`src/lssd_pkg.sv`:
```
// lssd_pkg: shared types and constants for the lsb stego stream decoder
// no dependencies; imported by every module of the block
package lssd_pkg;

	// frame layout
	localparam int unsigned HEADER_BYTES = 54;
	localparam int unsigned BYTE_BITS    = 8;
	localparam int unsigned WORD_BITS    = 32;
	localparam int unsigned MAGIC_MAX    = 8;

	// small queues between the parts
	localparam int unsigned QUEUE_DEPTH = 2;
	localparam int unsigned QPTR_W      = $clog2(QUEUE_DEPTH);

	// configuration port
	localparam int unsigned CFG_IDX_W  = 2;
	localparam int unsigned CFG_DATA_W = 64;

	typedef enum logic [CFG_IDX_W-1:0] {
		CFG_MAGIC_WORD   = 2'd0,
		CFG_MAGIC_LENGTH = 2'd1
	} cfg_idx_t;

	// result kinds
	typedef enum logic [2:0] {
		KIND_EXT_LEN   = 3'd0,
		KIND_EXT_BYTE  = 3'd1,
		KIND_FILE_SIZE = 3'd2,
		KIND_DATA_BYTE = 3'd3,
		KIND_MISMATCH  = 3'd4
	} kind_t;

	// decoder phases
	typedef enum logic [7:0] {
		PH_IDLE   = 8'b0000_0001,
		PH_HEADER = 8'b0000_0010,
		PH_MAGIC  = 8'b0000_0100,
		PH_EXTLEN = 8'b0000_1000,
		PH_EXT    = 8'b0001_0000,
		PH_SIZE   = 8'b0010_0000,
		PH_DATA   = 8'b0100_0000,
		PH_STOP   = 8'b1000_0000
	} phase_t;

	// one input transaction
	typedef struct packed {
		logic [7:0] image_byte;
		logic       start_req;
	} item_t;

	// one result transaction
	typedef struct packed {
		kind_t       kind;
		logic [31:0] value;
		logic        last;
	} result_t;

endpackage

```
`src/lssd_front.sv`:
```
// lssd_front: input side, accepts image bytes into a short queue
// depends on lssd_pkg
module lssd_front import lssd_pkg::*; (
	input  logic       clk,
	input  logic       arst_n,
	input  logic       push,
	output logic       full,
	input  logic [7:0] image_byte,
	input  logic       start_req,
	output logic       item_valid,
	output item_t      item,
	input  logic       item_take
);

	item_t             mem_q [QUEUE_DEPTH];
	logic [QPTR_W-1:0] wr_ptr_q;
	logic [QPTR_W-1:0] rd_ptr_q;
	logic [QPTR_W:0]   cnt_q;
	logic              do_push;
	logic              do_pop;

	assign full       = (cnt_q == (QPTR_W+1)'(QUEUE_DEPTH));
	assign item_valid = (cnt_q != '0);
	assign item       = mem_q[rd_ptr_q];
	assign do_push    = push && !full;
	assign do_pop     = item_take && item_valid;

	// queue storage
	always_ff @(posedge clk) begin
		if (do_push) begin
			mem_q[wr_ptr_q] <= '{image_byte: image_byte, start_req: start_req};
		end
	end

	// pointers and fill count
	always_ff @(posedge clk or negedge arst_n) begin
		if (!arst_n) begin
			wr_ptr_q <= '0;
			rd_ptr_q <= '0;
			cnt_q    <= '0;
		end else begin
			if (do_push) begin
				wr_ptr_q <= (wr_ptr_q == QPTR_W'(QUEUE_DEPTH-1)) ? '0 : wr_ptr_q + 1'b1;
			end
			if (do_pop) begin
				rd_ptr_q <= (rd_ptr_q == QPTR_W'(QUEUE_DEPTH-1)) ? '0 : rd_ptr_q + 1'b1;
			end
			if (do_push && !do_pop) begin
				cnt_q <= cnt_q + 1'b1;
			end else if (!do_push && do_pop) begin
				cnt_q <= cnt_q - 1'b1;
			end
		end
	end

endmodule

```
`src/lssd_result_queue.sv`:
```
// lssd_result_queue: output side, holds decoded results until popped
// depends on lssd_pkg
module lssd_result_queue import lssd_pkg::*; (
	input  logic        clk,
	input  logic        arst_n,
	input  logic        wr_en,
	input  result_t     wr_data,
	output logic        wr_full,
	output logic        empty,
	input  logic        pop,
	output logic [2:0]  kind,
	output logic [31:0] value,
	output logic        last
);

	result_t           mem_q [QUEUE_DEPTH];
	logic [QPTR_W-1:0] wr_ptr_q;
	logic [QPTR_W-1:0] rd_ptr_q;
	logic [QPTR_W:0]   cnt_q;
	logic              do_push;
	logic              do_pop;
	result_t           head;

	assign wr_full = (cnt_q == (QPTR_W+1)'(QUEUE_DEPTH));
	assign empty   = (cnt_q == '0);
	assign do_push = wr_en && !wr_full;
	assign do_pop  = pop && !empty;

	// oldest result on the ports
	assign head  = mem_q[rd_ptr_q];
	assign kind  = head.kind;
	assign value = head.value;
	assign last  = head.last;

	// queue storage
	always_ff @(posedge clk) begin
		if (do_push) begin
			mem_q[wr_ptr_q] <= wr_data;
		end
	end

	// pointers and fill count
	always_ff @(posedge clk or negedge arst_n) begin
		if (!arst_n) begin
			wr_ptr_q <= '0;
			rd_ptr_q <= '0;
			cnt_q    <= '0;
		end else begin
			if (do_push) begin
				wr_ptr_q <= (wr_ptr_q == QPTR_W'(QUEUE_DEPTH-1)) ? '0 : wr_ptr_q + 1'b1;
			end
			if (do_pop) begin
				rd_ptr_q <= (rd_ptr_q == QPTR_W'(QUEUE_DEPTH-1)) ? '0 : rd_ptr_q + 1'b1;
			end
			if (do_push && !do_pop) begin
				cnt_q <= cnt_q + 1'b1;
			end else if (!do_push && do_pop) begin
				cnt_q <= cnt_q - 1'b1;
			end
		end
	end

endmodule

```
`src/lssd_decode.sv`:
```
// lssd_decode: back part, frame decoder state machine and config registers
// depends on lssd_pkg
module lssd_decode import lssd_pkg::*; (
	input  logic                  clk,
	input  logic                  arst_n,
	input  logic                  cfg_valid,
	output logic                  cfg_ready,
	input  logic [CFG_IDX_W-1:0]  cfg_index,
	input  logic [CFG_DATA_W-1:0] cfg_data,
	input  logic                  item_valid,
	input  item_t                 item,
	output logic                  item_take,
	input  logic                  res_full,
	output logic                  res_valid,
	output result_t               res
);

	logic [63:0] magic_word_q;
	logic [3:0]  magic_length_q;
	phase_t      phase_q;
	logic [31:0] bit_shift_q;
	logic [5:0]  bit_count_q;
	logic [31:0] item_count_q;
	logic [31:0] ext_length_q;
	logic [31:0] data_length_q;
	logic        magic_ok_q;

	phase_t      ph, ph_n;
	logic [31:0] sh, sh_n;
	logic [5:0]  bc, bc_n;
	logic [31:0] ic, ic_n;
	logic [31:0] el, el_n;
	logic [31:0] dl, dl_n;
	logic        ok, ok_n;

	logic [31:0] g_shift;
	logic [5:0]  g_cnt;
	logic [31:0] ic_inc;
	logic [3:0]  mlen;
	logic [3:0]  pos_full;
	logic [2:0]  pos;
	logic [7:0]  expect_byte;
	logic [31:0] len_clip;

	assign cfg_ready = 1'b1;
	assign item_take = item_valid && !res_full;

	// signature length clamped to 1..8
	always_comb begin
		if (magic_length_q == 4'd0) begin
			mlen = 4'd1;
		end else if (magic_length_q > 4'(MAGIC_MAX)) begin
			mlen = 4'(MAGIC_MAX);
		end else begin
			mlen = magic_length_q;
		end
	end

	// state seen by this byte, with a start request restarting the frame
	always_comb begin
		if (item.start_req) begin
			ph = (HEADER_BYTES == 0) ? PH_MAGIC : PH_HEADER;
			sh = '0;
			bc = '0;
			ic = '0;
			el = '0;
			dl = '0;
			ok = 1'b1;
		end else begin
			ph = phase_q;
			sh = bit_shift_q;
			bc = bit_count_q;
			ic = item_count_q;
			el = ext_length_q;
			dl = data_length_q;
			ok = magic_ok_q;
		end
	end

	// shared datapath pieces
	assign g_shift     = {sh[30:0], item.image_byte[0]};
	assign g_cnt       = bc + 6'd1;
	assign ic_inc      = ic + 32'd1;
	assign pos_full    = mlen - 4'd1 - {1'b0, ic[2:0]};
	assign pos         = pos_full[2:0];
	assign expect_byte = magic_word_q[{pos, 3'b000} +: 8];
	assign len_clip    = g_shift[31] ? 32'd0 : g_shift;

	// next state and result for one byte
	always_comb begin
		ph_n      = ph;
		sh_n      = sh;
		bc_n      = bc;
		ic_n      = ic;
		el_n      = el;
		dl_n      = dl;
		ok_n      = ok;
		res_valid = 1'b0;
		res       = '{kind: KIND_EXT_LEN, value: 32'd0, last: 1'b0};
		case (ph)
			PH_HEADER: begin
				ic_n = ic_inc;
				if (ic_inc >= 32'(HEADER_BYTES)) begin
					ic_n = '0;
					ph_n = PH_MAGIC;
				end
			end
			PH_MAGIC: begin
				sh_n = g_shift;
				bc_n = g_cnt;
				if (g_cnt >= 6'(BYTE_BITS)) begin
					bc_n = '0;
					sh_n = '0;
					if (g_shift[7:0] != expect_byte) begin
						ok_n = 1'b0;
					end
					ic_n = ic_inc;
					if (ic_inc >= {28'd0, mlen}) begin
						ic_n = '0;
						if (!ok_n) begin
							ph_n      = PH_STOP;
							res_valid = 1'b1;
							res       = '{kind: KIND_MISMATCH, value: 32'd0, last: 1'b1};
						end else begin
							ph_n = PH_EXTLEN;
						end
					end
				end
			end
			PH_EXTLEN: begin
				sh_n = g_shift;
				bc_n = g_cnt;
				if (g_cnt >= 6'(WORD_BITS)) begin
					bc_n      = '0;
					sh_n      = '0;
					el_n      = len_clip;
					ic_n      = '0;
					ph_n      = (len_clip != 32'd0) ? PH_EXT : PH_SIZE;
					res_valid = 1'b1;
					res       = '{kind: KIND_EXT_LEN, value: g_shift, last: 1'b0};
				end
			end
			PH_EXT: begin
				sh_n = g_shift;
				bc_n = g_cnt;
				if (g_cnt >= 6'(BYTE_BITS)) begin
					bc_n = '0;
					sh_n = '0;
					ic_n = ic_inc;
					if (ic_inc >= el) begin
						ic_n = '0;
						ph_n = PH_SIZE;
					end
					res_valid = 1'b1;
					res       = '{kind: KIND_EXT_BYTE, value: {24'd0, g_shift[7:0]},
						last: 1'b0};
				end
			end
			PH_SIZE: begin
				sh_n = g_shift;
				bc_n = g_cnt;
				if (g_cnt >= 6'(WORD_BITS)) begin
					bc_n      = '0;
					sh_n      = '0;
					dl_n      = len_clip;
					ic_n      = '0;
					ph_n      = (len_clip != 32'd0) ? PH_DATA : PH_STOP;
					res_valid = 1'b1;
					res       = '{kind: KIND_FILE_SIZE, value: g_shift,
						last: (len_clip == 32'd0)};
				end
			end
			PH_DATA: begin
				sh_n = g_shift;
				bc_n = g_cnt;
				if (g_cnt >= 6'(BYTE_BITS)) begin
					bc_n = '0;
					sh_n = '0;
					ic_n = ic_inc;
					res_valid = 1'b1;
					res       = '{kind: KIND_DATA_BYTE, value: {24'd0, g_shift[7:0]},
						last: 1'b0};
					if (ic_inc >= dl) begin
						ic_n     = '0;
						ph_n     = PH_STOP;
						res.last = 1'b1;
					end
				end
			end
			default: begin
			end
		endcase
		// nothing is produced without a transaction
		if (!item_take) begin
			res_valid = 1'b0;
		end
	end

	// configuration registers
	always_ff @(posedge clk or negedge arst_n) begin
		if (!arst_n) begin
			magic_word_q   <= 64'd8994;
			magic_length_q <= 4'd2;
		end else if (cfg_valid && cfg_ready) begin
			case (cfg_index)
				CFG_MAGIC_WORD:   magic_word_q   <= cfg_data;
				CFG_MAGIC_LENGTH: magic_length_q <= cfg_data[3:0];
				default: begin
				end
			endcase
		end
	end

	// decoder state
	always_ff @(posedge clk or negedge arst_n) begin
		if (!arst_n) begin
			phase_q       <= PH_IDLE;
			bit_shift_q   <= '0;
			bit_count_q   <= '0;
			item_count_q  <= '0;
			ext_length_q  <= '0;
			data_length_q <= '0;
			magic_ok_q    <= 1'b1;
		end else if (item_take) begin
			phase_q       <= ph_n;
			bit_shift_q   <= sh_n;
			bit_count_q   <= bc_n;
			item_count_q  <= ic_n;
			ext_length_q  <= el_n;
			data_length_q <= dl_n;
			magic_ok_q    <= ok_n;
		end
	end

endmodule

```
`src/lsb_stego_stream_decoder_unit.sv`:
```
// lsb_stego_stream_decoder_unit: top level of the lsb stego stream decoder
// depends on lssd_pkg, lssd_front, lssd_decode, lssd_result_queue
// throughput: one image byte per cycle while the result queue is not full; the decoder step is combinational
// path: a result is poppable once its last carrier byte has passed the input queue
// and then the result queue; a full result queue stalls the decoder
// reset: arst_n clears queues and decoder to idle, config to magic 8994, length 2
module lsb_stego_stream_decoder_unit import lssd_pkg::*; (
	input  logic                  clk,
	input  logic                  arst_n,
	input  logic                  push,
	output logic                  full,
	input  logic [7:0]            image_byte,
	input  logic                  start_req,
	output logic                  empty,
	input  logic                  pop,
	output logic [2:0]            kind,
	output logic [31:0]           value,
	output logic                  last,
	input  logic                  cfg_valid,
	output logic                  cfg_ready,
	input  logic [CFG_IDX_W-1:0]  cfg_index,
	input  logic [CFG_DATA_W-1:0] cfg_data
);

	logic    item_valid;
	item_t   item;
	logic    item_take;
	logic    res_full;
	logic    res_valid;
	result_t res;

	// input queue
	lssd_front u_front (
		.clk        (clk),
		.arst_n     (arst_n),
		.push       (push),
		.full       (full),
		.image_byte (image_byte),
		.start_req  (start_req),
		.item_valid (item_valid),
		.item       (item),
		.item_take  (item_take)
	);

	// frame decoder
	lssd_decode u_decode (
		.clk        (clk),
		.arst_n     (arst_n),
		.cfg_valid  (cfg_valid),
		.cfg_ready  (cfg_ready),
		.cfg_index  (cfg_index),
		.cfg_data   (cfg_data),
		.item_valid (item_valid),
		.item       (item),
		.item_take  (item_take),
		.res_full   (res_full),
		.res_valid  (res_valid),
		.res        (res)
	);

	// result queue
	lssd_result_queue u_result_queue (
		.clk     (clk),
		.arst_n  (arst_n),
		.wr_en   (res_valid),
		.wr_data (res),
		.wr_full (res_full),
		.empty   (empty),
		.pop     (pop),
		.kind    (kind),
		.value   (value),
		.last    (last)
	);

endmodule

```
`config.mk`:
```
export PLATFORM = sky130hd
export DESIGN_NAME = lsb_stego_stream_decoder_unit
export DESIGN_NICKNAME = d
export VERILOG_FILES = /design/src/lssd_pkg.sv /design/src/lssd_front.sv /design/src/lssd_result_queue.sv /design/src/lssd_decode.sv /design/src/lsb_stego_stream_decoder_unit.sv
export SDC_FILE = /design/constraint.sdc
export NUM_CORES = 1
export LEC_CHECK = 0
export BUFFER_PORTS_ARGS = -buffer_cell sky130_fd_sc_hd__buf_2
export CAP_MARGIN = 20
export CORE_MARGIN = 10
export CORE_UTILIZATION = 35
export CTS_CLUSTER_SIZE = 20
export DETAILED_ROUTE_END_ITERATION = 8
export PLACE_DENSITY = 0.57
export SYNTH_ARGS = -nofsm -noshare
export SYNTH_HDL_FRONTEND = slang
export SYNTH_SLANG_ARGS = --single-unit
```
`constraint.sdc`:
```
create_clock -name clk -period 17.9 [get_ports clk]
set_input_delay 1.79 -clock clk [delete_from_list [all_inputs] [get_ports clk]]
set_output_delay 1.79 -clock clk [all_outputs]
set_load 0.1 [all_outputs]
```
==> results.py <==
metrics = {
    "drt": {
        "antenna_left": 0,
        "routed_wl_um": 40300,
        "via_per_inst": 5.43,
        "drc": 0,
        "initialDrtViolationCount": 777,
        "firstDrtPassIters": 5,
        "route.vias.total": 11100,
        "post_drt_wl_per_cell_um": 19.7,
    },
    "logic_synthesis": {
        "synthFlopType": "dfrtp_1",
        "synth_edf_count": 76,
        "ys_async_sr_fraction_pct": 74.1,
        "synth.area.top_cells": "dfrtp_1 34%, edfxtp_1 15%, mux2_2 7.7%",
        "synth_area_leader_cell": "dfrtp_1",
        "yosysWarnings": 0,
        "netlist_area_um2": 15500,
        "yosysMostFrequentCell": "dfrtp_1",
        "synth_nets": 1494,
        "synthDistinctLibCells": 78,
        "syn_area_per_cell_um2": 11.6,
        "synth_top_area_share_pct": 33.9,
        "syn_inst": 1339,
        "synth_common_cells": "210 x dfrtp_1, 134 x nand2_1, 108 x a22o_1, 106 x mux2_2, 76 x edfxtp_1",
        "ys_ff_latch": 294,
        "synth_seq_area_share_pct": 50.0,
    },
    "cells_and_area": {
        "layout.nets": 1580,
        "nFillCells": 4253,
        "syn_to_final_growth_pct": 14.9,
        "layout-drive-gt1-share_pct": 23.9,
        "final_cells": 2044,
    },
    "clocking": {
        "cts-root-buf": "clkbuf_16",
        "clkLatencyLatePin_ns": 0.54,
        "post_cts_buffers": 0,
        "postCtsHoldBufs": 0,
        "cts_max_level": 2,
        "clock_path_buffers": 3,
        "path_clk_slew_ns": 0.06,
        "clock-sinks": 294,
        "cts_made_buffers": 35,
        "cts_tree": "yes",
        "cts_resized": 0,
    },
    "floorplanning": {
        "ioPinCount": 119,
        "start_util_pct": 35.2,
        "dieArea_um2": 53100,
        "core_um2": 44000,
        "die_w_um": 230,
        "fp.dieH_um": 230,
        "placementRows": 77,
    },
    "worst_setup_path": {
        "cpMostUsedCell": "nand2_1",
        "cp.arrival_ns": 7.40,
        "startpoint_type": "register",
        "crit_chain": "mux2i_4 -> buf_4 -> nand2_1 -> inv_1 -> ha_1 -> nand3_1 -> nor3_1 -> xnor2_1 -> nor2_1 -> ha_1 -> a21o_1 -> a211oi_1 -> o21ai_0 -> a31o_2 -> a31oi_1 -> nand2_1 -> a31oi_1 -> o21ai_0 -> nand2_1 -> and2_2 -> a32o_1",
        "critPathKind": "reg -> reg",
        "required_ns": 18.35,
        "max_stage_delay_ns": 0.68,
        "crit_path_end_kind": "register",
        "cp_max_fo": 44,
        "crit_slowest_cell": "and2_2",
    },
    "timing": {
        "post-route-min-period_ns": 6.95,
        "fin_crit_sh_pct": 38.8,
        "fin_hold_ws_ns": 0.483,
        "maxSlewViolCount": 0,
        "fin_skew_ns": 0.0244,
        "rsz0062_at_grt": "no",
        "tns_ns": 0,
        "slew_headroom_pct": 26.1,
        "final_hold_viol_count": 0,
        "worst_pin_slew_ns": 1.10,
        "setup_viol": 0,
        "clock.fmax_ghz": 0.144,
    },
    "pwr": {
        "max-vdd-ir-drop_uv": 86.5,
        "power_per_cell_area_nw_per_um2": 121,
        "leakage_uw": 0.00729,
    },
    "grt": {
        "grt_max_degree": 82,
        "grt_pass1_wl_um": 65200,
        "track_usage_pct": 15.0,
        "grt-ovfl-total": 0,
        "antenna_found_initial": 4,
        "grt_pass1_vias": 11500,
    },
    "placement": {
        "gp_congestion": 0.883,
        "dp.cells": 1979,
        "port_buffers": 110,
        "hpwl_um": 27800,
    },
    "min_path": {
        "hold_class": "reg -> reg",
    },
    "flow_run": {
        "max-cap-violations": 0,
    },
    "status": {
        "status": "complete, no violations",
    },
}
==> layout by cell type (no fill, tap or decap), drive strengths merged, types with 13 or more instances in the layout <==
master,n
nor2,72
a21o,23
xnor2,30
and3,13
nor4,25
buf,129
clkbuf,48
mux2,106
ha,74
mux4,16
nand2,136
edfxtp,76
a22o,108
a21oi,29
inv,26
xor2,15
nand3,30
and2,37
o21ai,38
dfrtp,210
nand4,26
mux2i,17
==> layer usage <==
metal  global-route usage [%]  share of wire [%]
met5                        0              0.069
met4                     4.03                2.1
met3                     3.81                6.4
met2                     23.3                 46
met1                     20.5                 46
==> final timing paths <==
path / from / slack [ns] / to / depth (start not counted)
max in group asynchronous: arst_n / 15.29 / u_decode.magic_word_q[54] / 2
max: u_front.rd_ptr_q / 10.95 / u_decode.bit_shift_q[6] / 21
min reg2reg: u_decode.ext_length_q[31] / 0.48 / u_decode.ext_length_q[31] / 1
max reg2reg: u_front.rd_ptr_q / 10.95 / u_decode.bit_shift_q[6] / 21
min in group asynchronous: arst_n / 1.20 / u_front.wr_ptr_q / 1
min: u_decode.ext_length_q[31] / 0.48 / u_decode.ext_length_q[31] / 1
==> worst max-delay path: cells and delay by family (launching register included) <==
kind | cells | cell delay, ns
flops | 1 | 0.47
compound gates | 8 | 2.25
simple gates | 7 | 2.25
mux | 1 | 0.26
buf+inv | 2 | 0.71
fa+ha+maj | 2 | 0.70
xor+xnor | 1 | 0.19
==> state kept, by name (all words and copies together), names as in the netlist, 4 cells and up <==
register,flops
u_decode.magic_word_q,64
u_result_queue.mem_q,72
u_decode.item_count_q,32
u_decode.data_length_q,32
u_decode.ext_length_q,32
u_front.mem_q,4
u_decode.bit_shift_q,31
u_decode.bit_count_q,6
u_decode.magic_length_q,4
u_decode.phase_q,8
==> power breakdown <==
part / switching (uW) / leakage [uW] / internal, uW
clock network: 280 / 0.000568 / 439
registers: 49.3 / 0.00339 / 733
logic: 417 / 0.00333 / 242
total: 747 / 0.00729 / 1410
==> kinds of logic (layout without fill, tap and decap cells) <==
family / Yosys count / count (layout) / synth area share, %
flip-flops: 294 / 294 / 50.0
adder cells (fa/ha/maj): 75 / 75 / 6.10
AND/OR/NAND/NOR: 400 / 400 / 13.3
multiplexers: 139 / 139 / 11.2
buffers and inverters: 105 / 216 / 2.88
AO/OA/AOI/OAI: 279 / 279 / 13.8
XOR/XNOR: 46 / 46 / 2.69
other: 1 / 3 / 0.0242
==> final cells by class <==
cell class | instances | area (um2) | area share [%]
flip-flops and latches | 294 | 7750 | 43.5
inverters | 25 | 93.8 | 0.527
repair buffers | 129 | 736 | 4.13
well taps | 592 | 741 | 4.16
diodes | 2 | 5.00 | 0.0281
multi-input cells | 940 | 7330 | 41.2
clock buffers | 48 | 975 | 5.47
clock inverters | 14 | 180 | 1.01
==> metrics by stage <==
stage	power (uW)	util, %	setup WS, ns	instance area [um2]
3_5_place_dp	1460	37.8	10.99	16600
2_1_floorplan	1260	-	10.96	15500
5_1_grt	2280	40.5	10.39	17800
6_report	2160	40.5	10.95	17800
3_3_place_gp	1450	37.7	11.09	16600
4_1_cts	2190	40.4	10.92	17800
Note: power is estimated with default switching activity, not from simulation.
